`src/rtl/core/mcbc_pkg.sv`:
```
// mcbc_pkg: shared types, codes and character constants of the mail content
// byte classifier. No dependencies; every other file of the block uses it.
package mcbc_pkg;

  localparam int LINE_COUNTER_BITS_DEF = 16;
  localparam int COUNT_BITS_DEF        = 32;

  localparam int FLAG_W    = 11;
  localparam int RPT_W     = 32;
  localparam int CFG_IDX_W = 3;
  localparam int CFG_W     = 16;
  localparam int LIMIT_W   = 16;

  // flag_set bit positions
  localparam int FL_LONG   = 0;
  localparam int FL_CRLF   = 1;
  localparam int FL_NUL    = 2;
  localparam int FL_CTRL   = 3;
  localparam int FL_HIGH   = 4;
  localparam int FL_NOTEXT = 5;
  localparam int FL_FROM   = 6;
  localparam int FL_FROM1  = 7;
  localparam int FL_NOTERM = 8;
  localparam int FL_UTF8   = 9;
  localparam int FL_OTHER  = 10;

  localparam logic [7:0] CH_NUL = 8'h00;
  localparam logic [7:0] CH_BEL = 8'h07;
  localparam logic [7:0] CH_TAB = 8'h09;
  localparam logic [7:0] CH_LF  = 8'h0A;
  localparam logic [7:0] CH_CR  = 8'h0D;
  localparam logic [7:0] CH_ESC = 8'h1B;
  localparam logic [7:0] CH_SP  = 8'h20;
  localparam logic [7:0] CH_DEL = 8'h7F;

  // previous-byte code for "no byte yet"
  localparam logic [8:0] NO_BYTE     = 9'h100;
  localparam logic [8:0] PREV_CR     = {1'b0, CH_CR};
  localparam logic [8:0] PREV_LF     = {1'b0, CH_LF};
  localparam int         FROM_LEN    = 5;

  localparam logic [LIMIT_W-1:0] LINE_LIMIT_RST = 16'd998;

  typedef enum logic [CFG_IDX_W-1:0] {
    REG_LINE_LIMIT   = 3'd0,
    REG_TEXT_CTRL_OK = 3'd1,
    REG_TYPE_UNSET   = 3'd2,
    REG_TYPE_TEXT    = 3'd3,
    REG_DEEP_INSPECT = 3'd4,
    REG_DETECT_UTF8  = 3'd5
  } cfg_reg_t;

  // second-byte range restriction after a UTF-8 lead byte
  localparam logic [2:0] U8R_ANY  = 3'd0;
  localparam logic [2:0] U8R_A0UP = 3'd1;
  localparam logic [2:0] U8R_9FDN = 3'd2;
  localparam logic [2:0] U8R_90UP = 3'd3;
  localparam logic [2:0] U8R_8FDN = 3'd4;

  typedef struct packed {
    logic [7:0] data_byte;
    logic       end_of_data;
  } item_t;

  typedef struct packed {
    logic [FLAG_W-1:0] flag_set;
    logic              verdict_final;
    logic [RPT_W-1:0]  total_count;
    logic [RPT_W-1:0]  bogus_count;
    logic [RPT_W-1:0]  highbit_count;
  } result_t;

  // characters of "From "
  function automatic logic [7:0] from_char(input logic [2:0] pos);
    logic [7:0] ch;
    case (pos)
      3'd0:    ch = 8'h46;
      3'd1:    ch = 8'h72;
      3'd2:    ch = 8'h6F;
      3'd3:    ch = 8'h6D;
      3'd4:    ch = 8'h20;
      default: ch = 8'h00;
    endcase
    return ch;
  endfunction

endpackage

```
`src/rtl/core/mcbc_if.sv`:
```
// Valid/ready channel interfaces of the mail content byte classifier.
// Depends on mcbc_pkg for field widths.
interface mcbc_in_if;
  logic       valid;
  logic       ready;
  logic [7:0] data_byte;
  logic       end_of_data;

  modport source (output valid, data_byte, end_of_data, input ready);
  modport sink   (input valid, data_byte, end_of_data, output ready);
endinterface

interface mcbc_out_if;
  logic                         valid;
  logic                         ready;
  logic [mcbc_pkg::FLAG_W-1:0]  flag_set;
  logic                         verdict_final;
  logic [mcbc_pkg::RPT_W-1:0]   total_count;
  logic [mcbc_pkg::RPT_W-1:0]   bogus_count;
  logic [mcbc_pkg::RPT_W-1:0]   highbit_count;

  modport source (output valid, flag_set, verdict_final, total_count, bogus_count,
                  highbit_count, input ready);
  modport sink   (input valid, flag_set, verdict_final, total_count, bogus_count,
                  highbit_count, output ready);
endinterface

```
`src/rtl/core/mcbc_utf8.sv`:
```
// mcbc_utf8: UTF-8 byte decode, continuation check and lead-byte length/range.
// Depends on mcbc_pkg.
module mcbc_utf8 (
  input  logic [7:0] c,
  input  logic [2:0] range_sel,
  output logic       cont_ok,
  output logic       lead_ok,
  output logic [1:0] lead_pend,
  output logic [2:0] lead_range
);

  always_comb begin
    cont_ok = 1'b0;
    if (c inside {[8'h80:8'hBF]}) begin
      case (range_sel)
        mcbc_pkg::U8R_A0UP: cont_ok = (c >= 8'hA0);
        mcbc_pkg::U8R_9FDN: cont_ok = (c <= 8'h9F);
        mcbc_pkg::U8R_90UP: cont_ok = (c >= 8'h90);
        mcbc_pkg::U8R_8FDN: cont_ok = (c <= 8'h8F);
        default:            cont_ok = 1'b1;
      endcase
    end
  end

  always_comb begin
    lead_pend  = 2'd0;
    lead_range = mcbc_pkg::U8R_ANY;
    if (c inside {[8'hC2:8'hDF]}) begin
      lead_pend = 2'd1;
    end else if (c == 8'hE0) begin
      lead_pend  = 2'd2;
      lead_range = mcbc_pkg::U8R_A0UP;
    end else if (c == 8'hED) begin
      lead_pend  = 2'd2;
      lead_range = mcbc_pkg::U8R_9FDN;
    end else if (c inside {[8'hE1:8'hEF]}) begin
      lead_pend = 2'd2;
    end else if (c == 8'hF0) begin
      lead_pend  = 2'd3;
      lead_range = mcbc_pkg::U8R_90UP;
    end else if (c == 8'hF4) begin
      lead_pend  = 2'd3;
      lead_range = mcbc_pkg::U8R_8FDN;
    end else if (c inside {[8'hF1:8'hF3]}) begin
      lead_pend = 2'd3;
    end
    lead_ok = (lead_pend != 2'd0);
  end

endmodule

```
`src/rtl/core/mcbc_class.sv`:
```
// mcbc_class: configuration registers, classifier state and the one-byte
// state update. Depends on mcbc_pkg and instantiates mcbc_utf8.
module mcbc_class #(
  parameter int LINE_COUNTER_BITS = mcbc_pkg::LINE_COUNTER_BITS_DEF,
  parameter int COUNT_BITS        = mcbc_pkg::COUNT_BITS_DEF
) (
  input  logic                            clk,
  input  logic                            rst_n,
  input  logic                            cfg_we,
  input  logic [mcbc_pkg::CFG_IDX_W-1:0]  cfg_index,
  input  logic [mcbc_pkg::CFG_W-1:0]      cfg_data,
  input  logic                            step_en,
  input  mcbc_pkg::item_t                 item,
  output mcbc_pkg::result_t               res_nxt
);

  localparam int LW = LINE_COUNTER_BITS;
  localparam int CB = COUNT_BITS;
  localparam int CMP_W = (LW > mcbc_pkg::LIMIT_W) ? LW : mcbc_pkg::LIMIT_W;

  logic [mcbc_pkg::LIMIT_W-1:0] limit_r;
  logic tco_r, unset_r, text_r, deep_r;

  logic [LW-1:0]  ll_r, ll_nxt;
  logic [8:0]     prev_r, prev_nxt;
  logic [mcbc_pkg::FLAG_W-1:0] fl_r, fl_nxt;
  logic           first_r, first_nxt;
  logic [2:0]     pm_r, pm_nxt;
  logic           pok_r, pok_nxt;
  logic [1:0]     upend_r, upend_nxt;
  logic [2:0]     urng_r, urng_nxt;
  logic           dact_r, dact_nxt;
  logic           frz_r, frz_nxt;
  logic [CB-1:0]  bt_r, bt_nxt, bo_r, bo_nxt, hb_r, hb_nxt;

  logic       cont_ok, lead_ok;
  logic [1:0] lead_pend;
  logic [2:0] lead_range;

  mcbc_utf8 u_utf8 (
    .c          (item.data_byte),
    .range_sel  (urng_r),
    .cont_ok    (cont_ok),
    .lead_ok    (lead_ok),
    .lead_pend  (lead_pend),
    .lead_range (lead_range)
  );

  always_comb begin
    logic [7:0] c;
    logic [8:0] lastc;
    logic       printable;
    logic       long_hit;
    logic       body_done;

    c         = item.data_byte;
    lastc     = prev_r;
    printable = (c >= mcbc_pkg::CH_SP) && (c < mcbc_pkg::CH_DEL);
    long_hit  = (CMP_W'(ll_r) >= CMP_W'(limit_r));
    body_done = 1'b0;

    ll_nxt    = ll_r;
    prev_nxt  = prev_r;
    fl_nxt    = fl_r;
    first_nxt = first_r;
    pm_nxt    = pm_r;
    pok_nxt   = pok_r;
    upend_nxt = upend_r;
    urng_nxt  = urng_r;
    dact_nxt  = dact_r;
    frz_nxt   = frz_r;
    bt_nxt    = bt_r;
    bo_nxt    = bo_r;
    hb_nxt    = hb_r;

    if (step_en && !frz_r) begin
      if (item.end_of_data) begin
        if (dact_r && (upend_r != 2'd0)) begin
          dact_nxt  = 1'b0;
          upend_nxt = 2'd0;
          urng_nxt  = mcbc_pkg::U8R_ANY;
          fl_nxt[mcbc_pkg::FL_UTF8]  = 1'b0;
          fl_nxt[mcbc_pkg::FL_OTHER] = 1'b1;
        end
        prev_nxt  = mcbc_pkg::NO_BYTE;
        first_nxt = 1'b0;
        if (long_hit) fl_nxt[mcbc_pkg::FL_LONG] = 1'b1;
        if (lastc == mcbc_pkg::PREV_CR) fl_nxt[mcbc_pkg::FL_CRLF] = 1'b1;
        if (lastc != mcbc_pkg::PREV_LF) fl_nxt[mcbc_pkg::FL_NOTERM] = 1'b1;
      end else begin
        bt_nxt   = (bt_r == {CB{1'b1}}) ? bt_r : bt_r + CB'(1);
        prev_nxt = {1'b0, c};
        if (dact_r && (upend_r != 2'd0) && !cont_ok) begin
          dact_nxt  = 1'b0;
          upend_nxt = 2'd0;
          urng_nxt  = mcbc_pkg::U8R_ANY;
          fl_nxt[mcbc_pkg::FL_UTF8]  = 1'b0;
          fl_nxt[mcbc_pkg::FL_OTHER] = 1'b1;
        end
        if (c == mcbc_pkg::CH_LF) begin
          first_nxt = 1'b0;
          if (long_hit) fl_nxt[mcbc_pkg::FL_LONG] = 1'b1;
          if (lastc == mcbc_pkg::PREV_CR) fl_nxt[mcbc_pkg::FL_CRLF] = 1'b1;
          ll_nxt  = '0;
          pm_nxt  = 3'd0;
          pok_nxt = 1'b1;
        end else begin
          // "From " matcher over the first five bytes of a line
          if (!fl_r[mcbc_pkg::FL_FROM] && (ll_r < LW'(mcbc_pkg::FROM_LEN))) begin
            if (printable && pok_r && (pm_r == ll_r[2:0]) &&
                (c == mcbc_pkg::from_char(ll_r[2:0]))) begin
              pm_nxt = ll_r[2:0] + 3'd1;
              if (ll_r[2:0] == 3'(mcbc_pkg::FROM_LEN - 1)) begin
                fl_nxt[mcbc_pkg::FL_FROM] = 1'b1;
                if (first_r) fl_nxt[mcbc_pkg::FL_FROM1] = 1'b1;
              end
            end else begin
              pok_nxt = 1'b0;
            end
          end

          if (c == mcbc_pkg::CH_NUL) begin
            fl_nxt[mcbc_pkg::FL_NUL] = 1'b1;
            if (!tco_r) begin
              fl_nxt[mcbc_pkg::FL_NOTEXT] = 1'b1;
              frz_nxt = 1'b1;
            end
            body_done = 1'b1;
          end
          if (!body_done) begin
            // lone CR shows up on the byte after it
            if (lastc == mcbc_pkg::PREV_CR) fl_nxt[mcbc_pkg::FL_CTRL] = 1'b1;
            if ((c < mcbc_pkg::CH_SP) || (c == mcbc_pkg::CH_DEL)) begin
              if ((c != mcbc_pkg::CH_TAB) && (c != mcbc_pkg::CH_CR))
                fl_nxt[mcbc_pkg::FL_CTRL] = 1'b1;
              if (!(c inside {[mcbc_pkg::CH_BEL:mcbc_pkg::CH_CR], mcbc_pkg::CH_ESC})) begin
                bo_nxt = (bo_r == {CB{1'b1}}) ? bo_r : bo_r + CB'(1);
                if (!deep_r) begin
                  fl_nxt[mcbc_pkg::FL_NUL] = 1'b1;
                  if (!tco_r) begin
                    fl_nxt[mcbc_pkg::FL_NOTEXT] = 1'b1;
                    frz_nxt = 1'b1;
                  end
                end
              end
            end else if (c[7]) begin
              fl_nxt[mcbc_pkg::FL_HIGH] = 1'b1;
              hb_nxt = (hb_r == {CB{1'b1}}) ? hb_r : hb_r + CB'(1);
              if (!(unset_r | text_r)) begin
                fl_nxt[mcbc_pkg::FL_NUL]    = 1'b1;
                fl_nxt[mcbc_pkg::FL_NOTEXT] = 1'b1;
                frz_nxt = 1'b1;
              end else if (dact_nxt) begin
                if (upend_nxt != 2'd0) begin
                  upend_nxt = upend_nxt - 2'd1;
                  urng_nxt  = mcbc_pkg::U8R_ANY;
                  if (upend_nxt == 2'd0) fl_nxt[mcbc_pkg::FL_UTF8] = 1'b1;
                end else if (lead_ok) begin
                  upend_nxt = lead_pend;
                  urng_nxt  = lead_range;
                end else begin
                  dact_nxt  = 1'b0;
                  upend_nxt = 2'd0;
                  urng_nxt  = mcbc_pkg::U8R_ANY;
                  fl_nxt[mcbc_pkg::FL_UTF8]  = 1'b0;
                  fl_nxt[mcbc_pkg::FL_OTHER] = 1'b1;
                end
              end
            end
          end
          if (!frz_nxt) ll_nxt = (ll_r == {LW{1'b1}}) ? ll_r : ll_r + LW'(1);
        end
      end
    end

    // writing detect_utf8 reloads detection and drops a pending sequence
    if (cfg_we && (cfg_index == mcbc_pkg::REG_DETECT_UTF8)) begin
      dact_nxt  = cfg_data[0];
      upend_nxt = 2'd0;
      urng_nxt  = mcbc_pkg::U8R_ANY;
    end
  end

  always_ff @(posedge clk) begin
    if (!rst_n) begin
      limit_r <= mcbc_pkg::LINE_LIMIT_RST;
      tco_r   <= 1'b0;
      unset_r <= 1'b1;
      text_r  <= 1'b0;
      deep_r  <= 1'b0;
      ll_r    <= '0;
      prev_r  <= mcbc_pkg::NO_BYTE;
      fl_r    <= '0;
      first_r <= 1'b1;
      pm_r    <= 3'd0;
      pok_r   <= 1'b1;
      upend_r <= 2'd0;
      urng_r  <= mcbc_pkg::U8R_ANY;
      dact_r  <= 1'b0;
      frz_r   <= 1'b0;
      bt_r    <= '0;
      bo_r    <= '0;
      hb_r    <= '0;
    end else begin
      ll_r    <= ll_nxt;
      prev_r  <= prev_nxt;
      fl_r    <= fl_nxt;
      first_r <= first_nxt;
      pm_r    <= pm_nxt;
      pok_r   <= pok_nxt;
      upend_r <= upend_nxt;
      urng_r  <= urng_nxt;
      dact_r  <= dact_nxt;
      frz_r   <= frz_nxt;
      bt_r    <= bt_nxt;
      bo_r    <= bo_nxt;
      hb_r    <= hb_nxt;
      if (cfg_we) begin
        case (cfg_index)
          mcbc_pkg::REG_LINE_LIMIT:   limit_r <= cfg_data[mcbc_pkg::LIMIT_W-1:0];
          mcbc_pkg::REG_TEXT_CTRL_OK: tco_r   <= cfg_data[0];
          mcbc_pkg::REG_TYPE_UNSET:   unset_r <= cfg_data[0];
          mcbc_pkg::REG_TYPE_TEXT:    text_r  <= cfg_data[0];
          mcbc_pkg::REG_DEEP_INSPECT: deep_r  <= cfg_data[0];
          default: ;
        endcase
      end
    end
  end

  // counters report their low 32 bits
  localparam int RW = mcbc_pkg::RPT_W;
  logic [RW-1:0] bt_rpt, bo_rpt, hb_rpt;
  if (CB >= RW) begin : g_rpt_trunc
    assign bt_rpt = bt_nxt[RW-1:0];
    assign bo_rpt = bo_nxt[RW-1:0];
    assign hb_rpt = hb_nxt[RW-1:0];
  end else begin : g_rpt_ext
    assign bt_rpt = {{(RW-CB){1'b0}}, bt_nxt};
    assign bo_rpt = {{(RW-CB){1'b0}}, bo_nxt};
    assign hb_rpt = {{(RW-CB){1'b0}}, hb_nxt};
  end

  assign res_nxt.flag_set      = fl_nxt;
  assign res_nxt.verdict_final = frz_nxt;
  assign res_nxt.total_count   = bt_rpt;
  assign res_nxt.bogus_count   = bo_rpt;
  assign res_nxt.highbit_count = hb_rpt;

  a_frozen_sticky: assert property (@(posedge clk) disable iff (!rst_n)
    frz_r |=> frz_r)
    else $error("mcbc_class: freeze released without reset");

  a_frozen_holds: assert property (@(posedge clk) disable iff (!rst_n)
    frz_r |-> (fl_nxt == fl_r && bt_nxt == bt_r && ll_nxt == ll_r))
    else $error("mcbc_class: state moved while frozen");

  a_notext_is_frozen: assert property (@(posedge clk) disable iff (!rst_n)
    fl_r[mcbc_pkg::FL_NOTEXT] == frz_r || !frz_r)
    else $error("mcbc_class: frozen without not-text flag");

  a_pend_needs_detect: assert property (@(posedge clk) disable iff (!rst_n)
    (upend_r != 2'd0) |-> dact_r)
    else $error("mcbc_class: UTF-8 sequence pending with detection off");

endmodule

```
`src/rtl/core/mail_content_byte_classifier.sv`:
```
// mail_content_byte_classifier: top level; input register, classifier and
// result register. Depends on mcbc_pkg, mcbc_if and mcbc_class.
//
//   channel | dir | handshake     | payload
//   in_ch   | in  | valid/ready   | data_byte[7:0], end_of_data
//   out_ch  | out | valid/ready   | flag_set[10:0], verdict_final, 3 x 32-bit counts
//   cfg_*   | in  | write enable  | cfg_index[2:0], cfg_data[15:0]
//
// One transaction per cycle sustained while out_ch is not stalled; a result passes
// through the input register, then the result register, to out_ch.
// The rate is set by the classifier state update loop.
// Synchronous active-low reset clears state and counters and loads default configuration.
// A stalled result holds; in_ch.ready drops only when both registers are full.
module mail_content_byte_classifier #(
  parameter int LINE_COUNTER_BITS = mcbc_pkg::LINE_COUNTER_BITS_DEF,
  parameter int COUNT_BITS        = mcbc_pkg::COUNT_BITS_DEF
) (
  input  logic                           clk,
  input  logic                           rst_n,
  mcbc_in_if.sink                        in_ch,
  mcbc_out_if.source                     out_ch,
  input  logic                           cfg_we,
  input  logic [mcbc_pkg::CFG_IDX_W-1:0] cfg_index,
  input  logic [mcbc_pkg::CFG_W-1:0]     cfg_data
);

  logic              stg_v_r;
  mcbc_pkg::item_t   stg_r;
  logic              out_v_r;
  mcbc_pkg::result_t out_r;
  mcbc_pkg::result_t res_nxt;
  logic              advance;

  assign advance     = stg_v_r && (!out_v_r || out_ch.ready);
  assign in_ch.ready = !stg_v_r || advance;

  mcbc_class #(
    .LINE_COUNTER_BITS (LINE_COUNTER_BITS),
    .COUNT_BITS        (COUNT_BITS)
  ) u_class (
    .clk       (clk),
    .rst_n     (rst_n),
    .cfg_we    (cfg_we),
    .cfg_index (cfg_index),
    .cfg_data  (cfg_data),
    .step_en   (advance),
    .item      (stg_r),
    .res_nxt   (res_nxt)
  );

  always_ff @(posedge clk) begin
    if (!rst_n) begin
      stg_v_r <= 1'b0;
      out_v_r <= 1'b0;
    end else begin
      if (in_ch.ready) stg_v_r <= in_ch.valid;
      if (advance) out_v_r <= 1'b1;
      else if (out_ch.ready) out_v_r <= 1'b0;
    end
  end

  always_ff @(posedge clk) begin
    if (in_ch.valid && in_ch.ready) begin
      stg_r.data_byte   <= in_ch.data_byte;
      stg_r.end_of_data <= in_ch.end_of_data;
    end
    if (advance) out_r <= res_nxt;
  end

  assign out_ch.valid         = out_v_r;
  assign out_ch.flag_set      = out_r.flag_set;
  assign out_ch.verdict_final = out_r.verdict_final;
  assign out_ch.total_count   = out_r.total_count;
  assign out_ch.bogus_count   = out_r.bogus_count;
  assign out_ch.highbit_count = out_r.highbit_count;

  a_ready_only_when_full: assert property (@(posedge clk) disable iff (!rst_n)
    !in_ch.ready |-> (stg_v_r && out_v_r && !out_ch.ready))
    else $error("top: input stalled with room in the pipeline");

  a_advance_fills_out: assert property (@(posedge clk) disable iff (!rst_n)
    advance |=> out_v_r)
    else $error("top: result lost after stage advance");

  a_verdict_sticky: assert property (@(posedge clk) disable iff (!rst_n)
    (out_v_r && out_r.verdict_final && advance) |=> out_r.verdict_final)
    else $error("top: verdict cleared without reset");

  a_notext_matches_verdict: assert property (@(posedge clk) disable iff (!rst_n)
    out_v_r |-> (out_r.flag_set[mcbc_pkg::FL_NOTEXT] == out_r.verdict_final))
    else $error("top: not-text flag and verdict disagree");

endmodule

```
`src/flat_wrapper.sv`:
```
// flat-port wrapper written by rule: the top's interface ports become plain ports
module mail_content_byte_classifier_flat 
#(
  parameter int LINE_COUNTER_BITS = mcbc_pkg::LINE_COUNTER_BITS_DEF,
  parameter int COUNT_BITS        = mcbc_pkg::COUNT_BITS_DEF
)
  (clk, rst_n, cfg_we, cfg_index, cfg_data, in_ch_valid, in_ch_data_byte, in_ch_end_of_data, in_ch_ready, out_ch_valid, out_ch_flag_set, out_ch_verdict_final, out_ch_total_count, out_ch_bogus_count, out_ch_highbit_count, out_ch_ready);
  mcbc_in_if in_ch_i ();
  mcbc_out_if out_ch_i ();
  input  logic clk;
  input  logic rst_n;
  input  logic cfg_we;
  input  logic [mcbc_pkg::CFG_IDX_W-1:0] cfg_index;
  input  logic [mcbc_pkg::CFG_W-1:0] cfg_data;
  input wire logic [$bits(in_ch_i.valid)-1:0] in_ch_valid;
  input wire logic [$bits(in_ch_i.data_byte)-1:0] in_ch_data_byte;
  input wire logic [$bits(in_ch_i.end_of_data)-1:0] in_ch_end_of_data;
  output wire logic [$bits(in_ch_i.ready)-1:0] in_ch_ready;
  output wire logic [$bits(out_ch_i.valid)-1:0] out_ch_valid;
  output wire logic [$bits(out_ch_i.flag_set)-1:0] out_ch_flag_set;
  output wire logic [$bits(out_ch_i.verdict_final)-1:0] out_ch_verdict_final;
  output wire logic [$bits(out_ch_i.total_count)-1:0] out_ch_total_count;
  output wire logic [$bits(out_ch_i.bogus_count)-1:0] out_ch_bogus_count;
  output wire logic [$bits(out_ch_i.highbit_count)-1:0] out_ch_highbit_count;
  input wire logic [$bits(out_ch_i.ready)-1:0] out_ch_ready;
  assign in_ch_i.valid = in_ch_valid;
  assign in_ch_i.data_byte = in_ch_data_byte;
  assign in_ch_i.end_of_data = in_ch_end_of_data;
  assign in_ch_ready = in_ch_i.ready;
  assign out_ch_valid = out_ch_i.valid;
  assign out_ch_flag_set = out_ch_i.flag_set;
  assign out_ch_verdict_final = out_ch_i.verdict_final;
  assign out_ch_total_count = out_ch_i.total_count;
  assign out_ch_bogus_count = out_ch_i.bogus_count;
  assign out_ch_highbit_count = out_ch_i.highbit_count;
  assign out_ch_i.ready = out_ch_ready;
  mail_content_byte_classifier #(.LINE_COUNTER_BITS(LINE_COUNTER_BITS), .COUNT_BITS(COUNT_BITS)) u_core (.clk(clk), .rst_n(rst_n), .in_ch(in_ch_i), .out_ch(out_ch_i), .cfg_we(cfg_we), .cfg_index(cfg_index), .cfg_data(cfg_data));
endmodule
```
`config.mk`:
```
export PLATFORM = sky130hd
export DESIGN_NAME = mail_content_byte_classifier_flat
export DESIGN_NICKNAME = d
export VERILOG_FILES = /design/src/rtl/core/mcbc_pkg.sv /design/src/rtl/core/mcbc_if.sv /design/src/rtl/core/mcbc_utf8.sv /design/src/rtl/core/mcbc_class.sv /design/src/rtl/core/mail_content_byte_classifier.sv /design/src/flat_wrapper.sv
export SDC_FILE = /design/constraint.sdc
export NUM_CORES = 1
export LEC_CHECK = 0
export BUFFER_PORTS_ARGS = -buffer_cell sky130_fd_sc_hd__buf_2
export CORE_MARGIN = 2
export CORE_UTILIZATION = 60
export CTS_BUF_LIST = sky130_fd_sc_hd__clkbuf_4
export CTS_CLUSTER_SIZE = 8
export DETAILED_ROUTE_END_ITERATION = 8
export PLACE_DENSITY = 0.81
export SYNTH_ARGS = -nofsm -noshare
export SYNTH_HDL_FRONTEND = slang
export SYNTH_SLANG_ARGS = --single-unit
```
`constraint.sdc`:
```
create_clock -name clk -period 15.1 [get_ports clk]
set_input_delay 3.775 -clock clk [delete_from_list [all_inputs] [get_ports clk]]
set_output_delay 3.775 -clock clk [all_outputs]
set_load 0.02 [all_outputs]
```
Yosys cells after proc, flatten, opt, wreduce, memory -nomap -nowiden
Index checks and enable logic that the tools add are counted.

Register bits after elaboration: 283. Bits in latches: 0. Input port bits: 33. Memory bits (read-only): 0. Output and inout bits: 110. RAM bits: 0. Memories: 0.

Multiplexer cells: 154. Multiply operators: 0. Equality and inequality tests: 35. Bitwise operators: 3. Shift operators: 0. Reductions and logical operators: 50. Add/sub/neg operators: 6. Div/mod/pow operators: 0. Order comparisons: 19.

Operator list (count): $mux W32 (17); $add A32 B1 Y32 const B (3); $eq A32 B32 Y1 const B (3); $mux W2 (36); $mux W1 (67); $mux W3 (20); $ge A8 B8 Y1 const B (6); $le A8 B8 Y1 const B (6); $mux W16 (3); $pmux W7 S5 (1); $eq A8 B8 Y1 const B (4); $mux W8 (4); $eq A3 B2 Y1 const B (6); $reduce_bool A2 Y1 (9); $logic_and A1 B1 Y1 (17); $add A16 B1 Y16 const B (1); $eq A16 B16 Y1 const B (1); $ge A16 B16 Y1 (1); $lt A16 B3 Y1 const B (1); $ne A8 B4 Y1 const B (2); $reduce_and A2 Y1 (8); $eq A3 B3 Y1 const B (4); $mux W6 (2); $reduce_and A4 Y1 (3); other kinds (29) (42).

Longest topological paths before layout
Word-level depth: 21. Depth in mapped cells: 10. Gate-level depth less buffers: 8.

Cells and area by module
Synthesis repeated with hierarchy kept, for this count alone.

Cells, all modules: 1217. Area total of the unflattened synthesis: 12842.3 um^2.

Modules (own cells, without submodules): mcbc_class (area an instance 9057.4 um^2, sequential area each 3283.1 um^2, times used 1, cells each 1065); mail_content_byte_classifier (area an instance 3617.2 um^2, sequential area each 3553.4 um^2, times used 1, cells each 126); mcbc_utf8 (area an instance 167.7 um^2, sequential area each 0.0 um^2, times used 1, cells each 26).

Worst setup path before layout
No wires, ideal clock.

Path type: input -> register. Start point: in out_ch_ready. End point: reg u_core.out_r (netlist bit u_core.out_ch.bogus_count[0]), enable pin. Data required time: 14524 ps. Library setup time: 576 ps. Slack: 6064 ps. Stages: 3. Data arrival time: 8461 ps. Path buffers: 1. Path through: nor2b_1 buf_2 nor2_1.

Word-level cells in the longest chain between the ends: 2.

Ends and longest elaborated chain: start, declared (line flat_wrapper.sv:25) `input wire logic [$bits(out_ch_i.ready)-1:0] out_ch_ready;`; $logic_or A1 B1 Y1 (line mail_content_byte_classifier.sv:34) `assign advance = stg_v_r && (!out_v_r || out_ch.ready);`; $logic_and A1 B1 Y1 (line mail_content_byte_classifier.sv:34); via u_core.advance (line mail_content_byte_classifier.sv:32) `logic advance;`; end signal, assigned (line mail_content_byte_classifier.sv:67) `if (advance) out_r <= res_nxt;`; end, declared (line mail_content_byte_classifier.sv:30) `mcbc_pkg::result_t out_r;`.

The timed path passes the listed nets, and every way through them passes these cells. A chain may end at the register's enable or synchronous reset.

Worst setup path after layout
Start point: in out_ch_ready. End point: out in_ch_ready.

Word-level cells in the longest chain between the ends: 3.

Ends and longest elaborated chain: $logic_or A1 B1 Y1 (line mail_content_byte_classifier.sv:34); $logic_and A1 B1 Y1 (line mail_content_byte_classifier.sv:34); $logic_or A1 B1 Y1 (line mail_content_byte_classifier.sv:35) `assign in_ch.ready = !stg_v_r || advance;`; end, declared (line flat_wrapper.sv:18) `output wire logic [$bits(in_ch_i.ready)-1:0] in_ch_ready;`.

Every way passes these cells.

==> summary.md <==
| Metric | Value |
|---|---|
| Max Clock Freq | `roughly 120 MHz` |
| Seq cells post-synth | `about 280` |
| Port-buffer cells | `142` |
| Slew HR | `roughly 30%` |
| Wire length per cell | `about 16 um` |
| Maxcap violations | `0` |
| Synth top area share | `27.6%` |
| Die Area | `approximately 0.022 mm2` |
| Final wirelength | `between 20000 and 30000 um` |
| Top-count cell post-synth | `dfxtp_1` |
| Area leader, netlist | `edfxtp_1` |
| Post-DR vias/cell | `between 5 and 6` |
| Grt ovf | `0` |
| Synth Cell Area | `approximately 0.013 mm2` |
| Pre-CTS setup slack | `6.51 ns` |
| First-pass GRT wire length | `between 40000 and 50000 um` |
| Synth area leaders | `edfxtp_1 (28%), dfxtp_1 (26%), and2_1 (4.6%)` |
| Synth Net Count | `around 1300` |
| Initial antenna violation count | `2` |
| CP required | `about 11 ns` |
| Worst setup SP type | `input port` |
| Tot Pwr | `between 1.5 and 2 mW` |
| CTS tree | `done` |
| Hold buffer count at CTS | `0` |
| Maximum vdd drop | `about 0.000067 V` |
| Final worst path period share | `approximately 57%` |
| Setup TNS | `0 ns` |
| Top_reg_cell synth | `dfxtp_1` |
| Die Wd | `~150 um` |
| CTS sink count | `283` |
| Hold Violations, Final | `0` |
| Setup Viol. Count Final | `0` |
| Routed vias | `around 10000` |
| Reg2Reg Depth | `5` |
| Pwr dens | `about 110 mW/mm2` |
| Utilization after layout | `roughly 70%` |
| Leakage | `about 6 nW` |
| Dpl hpwl | `around 19000 um` |
| CTS buffer count | `73` |
| DRC viols | `0` |
| Worst R2R End | `u_core.out_ch.bogus_count[27]$_DFFE_PP_` |
| CTS H-tree depth | `3` |
| Crit path DAT | `4.84 ns` |
| Yosys cell types | `67` |
| I/O pin cnt | `about 140` |
| Pre-antenna DRT Iters | `5` |
| Crit path from | `out_ch_ready` |
| Final WS setup | `roughly 6.5 ns` |
| Clock slew at reported path FFs | `~0.06 ns` |
| Yosys warns | `0` |
| Crit Path Class | `input port to primary output` |
| Capturing element type of the critical path | `primary output` |
| CTS root buf | `clkbuf_4` |
| CP Capture Point | `in_ch_ready` |
| Core outline area | `between 0.02 and 0.025 mm2` |
| Final Skew | `0.0485 ns` |
| Mean Syn Cell Area | `10.3 um2` |
| ANT nets after route | `0` |
| Initial Utilization | `approximately 61%` |
| Vias in the first global route | `around 9600` |
| Max Root-Sink Buffers | `3` |
| Cts repair resizes | `0` |
| Chip height | `around 150 um` |
| Reg-to-Reg Start | `u_core.stg_r[0]$_DFFE_PP_` |
| FFs w/ async S/R, synth | `0%` |
| Most instantiated cells after synthesis | `dfxtp_1 (166), nand2_1 (130), edfxtp_1 (117), and2_1 (93), nand3_1 (68)` |
| Status | `finished, final reports clean` |
| R2R Setup Slk | `11.87 ns` |
| Hold WC Path Type | `flop to flop` |
| Sequential share of the synthesized area | `a little over half` |
| Worst slew pin tran | `roughly 1.0 ns` |
| Global-route usage over all layers | `about a quarter` |
| Share of post-route cells with drive strength above 1 | `between 15 and 20%` |
| CP max FO | `8` |
| GPL Wtd Cong | `around 0.85` |
| Layout Area Growth over Synthesis | `15.0%` |
| Fin crit period | `between 8 and 9 ns` |
| Post-CTS setup buffer count | `0` |
| Unrepaired setup endpoints after global routing | `no` |
| Post-synth EDFFs | `between 100 and 150` |
| Net count, final | `1462` |
| Clock Latency Late Sink | `slightly below 0.7 ns` |
| Final Slew Violations | `0` |
| DR iter-0 viols | `760` |
| Syn Inst Count | `roughly 1200` |
| Largest net degree at the start of global routing | `87` |
| Std-Cell Rows | `53` |
## final cells by class
class	instances	area, um2
Sequential cell	283	6840
Fill cell	1587	6310
Multi-Input combinational cell	860	5550
Clock buffer	101	758
Timing Repair Buffer	146	743
Tap cell	275	344
Clock inverter	35	258
Inverter	41	154
Antenna cell	2	5.00
## registers in the layout, summed over array words and instances (netlist names), 2 cells and up
signal / count
u_core.out_ch.flag_set: 11
u_core.u_class.prev_r: 9
u_core.out_ch.highbit_count: 32
u_core.u_class.pm_r: 3
u_core.u_class.urng_r: 3
u_core.u_class.hb_r: 32
u_core.u_class.bt_r: 32
u_core.out_ch.total_count: 32
u_core.u_class.ll_r: 16
u_core.out_ch.bogus_count: 32
u_core.stg_r: 9
u_core.u_class.fl_r: 11
u_core.u_class.limit_r: 16
u_core.u_class.upend_r: 2
u_core.u_class.bo_r: 32
## layout by cell type, fill, tap and decap left out, drive strengths merged, types with 15 or more instances in the layout
| cell type | n |
|---|---|
| and3 | 19 |
| buf | 146 |
| o21ai | 21 |
| ha | 24 |
| xor2 | 58 |
| a21oi | 55 |
| clkinv | 32 |
| mux2i | 27 |
| nor3 | 41 |
| edfxtp | 117 |
| nor2 | 38 |
| xnor2 | 31 |
| and2 | 93 |
| nand2 | 130 |
| and4 | 15 |
| or3 | 16 |
| nand4 | 45 |
| nor4 | 31 |
| dfxtp | 166 |
| nand3 | 68 |
| clkbuf | 101 |
| inv | 40 |
| nand2b | 20 |
## power by group
group	switching [mW]	internal (mW)	total, mW
Combinational	0.0485	0.0213	0.0698
Sequential	0.0100	0.809	0.819
Clock	0.313	0.384	0.697
Total	0.371	1.21	1.59
## worst min path at each step
stage	slack, ns	endpoint	from	depth (start not counted)
after floorplan	0.42	u_core.u_class.fl_r[7]$_SDFF_PN0_	u_core.u_class.fl_r[7]$_SDFF_PN0_	2
after global placement	0.43	u_core.u_class.fl_r[7]$_SDFF_PN0_	u_core.u_class.fl_r[7]$_SDFF_PN0_	2
after detailed placement	0.44	u_core.u_class.fl_r[7]$_SDFF_PN0_	u_core.u_class.fl_r[7]$_SDFF_PN0_	2
after CTS	0.45	u_core.u_class.fl_r[7]$_SDFF_PN0_	u_core.u_class.fl_r[7]$_SDFF_PN0_	2
after global routing	0.48	u_core.u_class.limit_r[13]$_SDFFE_PN0P_	u_core.u_class.limit_r[13]$_SDFFE_PN0P_	2
final	0.45	u_core.u_class.fl_r[7]$_SDFF_PN0_	u_core.u_class.fl_r[7]$_SDFF_PN0_	2
## cells by family (layout without fill, tap and decap cells)
kind of cell             after synthesis  after routing  synth area share [%]
AO/OA/AOI/OAI                        157            157                  8.12
XOR/XNOR                              89             89                  6.12
adder cells (fa/ha/maj)               24             24                  2.36
buffers and inverters                 92            323                  2.79
flip-flops                           283            283                  53.7
multiplexers                          31             31                  2.48
other                                  0              2                     0
AND/OR/NAND/NOR                      559            559                  24.4
## per-stage QoR
| step | cells | hold WS, ns | cell area (um2) |
|---|---|---|---|
| after floorplan | 1235 | 0.419 | 12700 |
| after global routing | 1743 | 0.482 | 14600 |
| after CTS | 1741 | 0.452 | 14600 |
| after global placement | 1605 | 0.430 | 13600 |
| final | 1743 | 0.450 | 14600 |
| after detailed placement | 1605 | 0.438 | 13600 |
## critical path: stages
cell,delay (ns)
buf_2,0.11
nor2b_1,0.53
nand2_1,0.21
buf_2,0.21
## routing by layer
layer	GRT usage [%]	up-vias	wire, um
li1	-	4871	-
met1	32.5	4722	12100
met2	41.2	340	13200
met3	5.00	57	1890
met4	9.86	0	515
met5	0	-	0
Power figures use the tool's default switching activity.
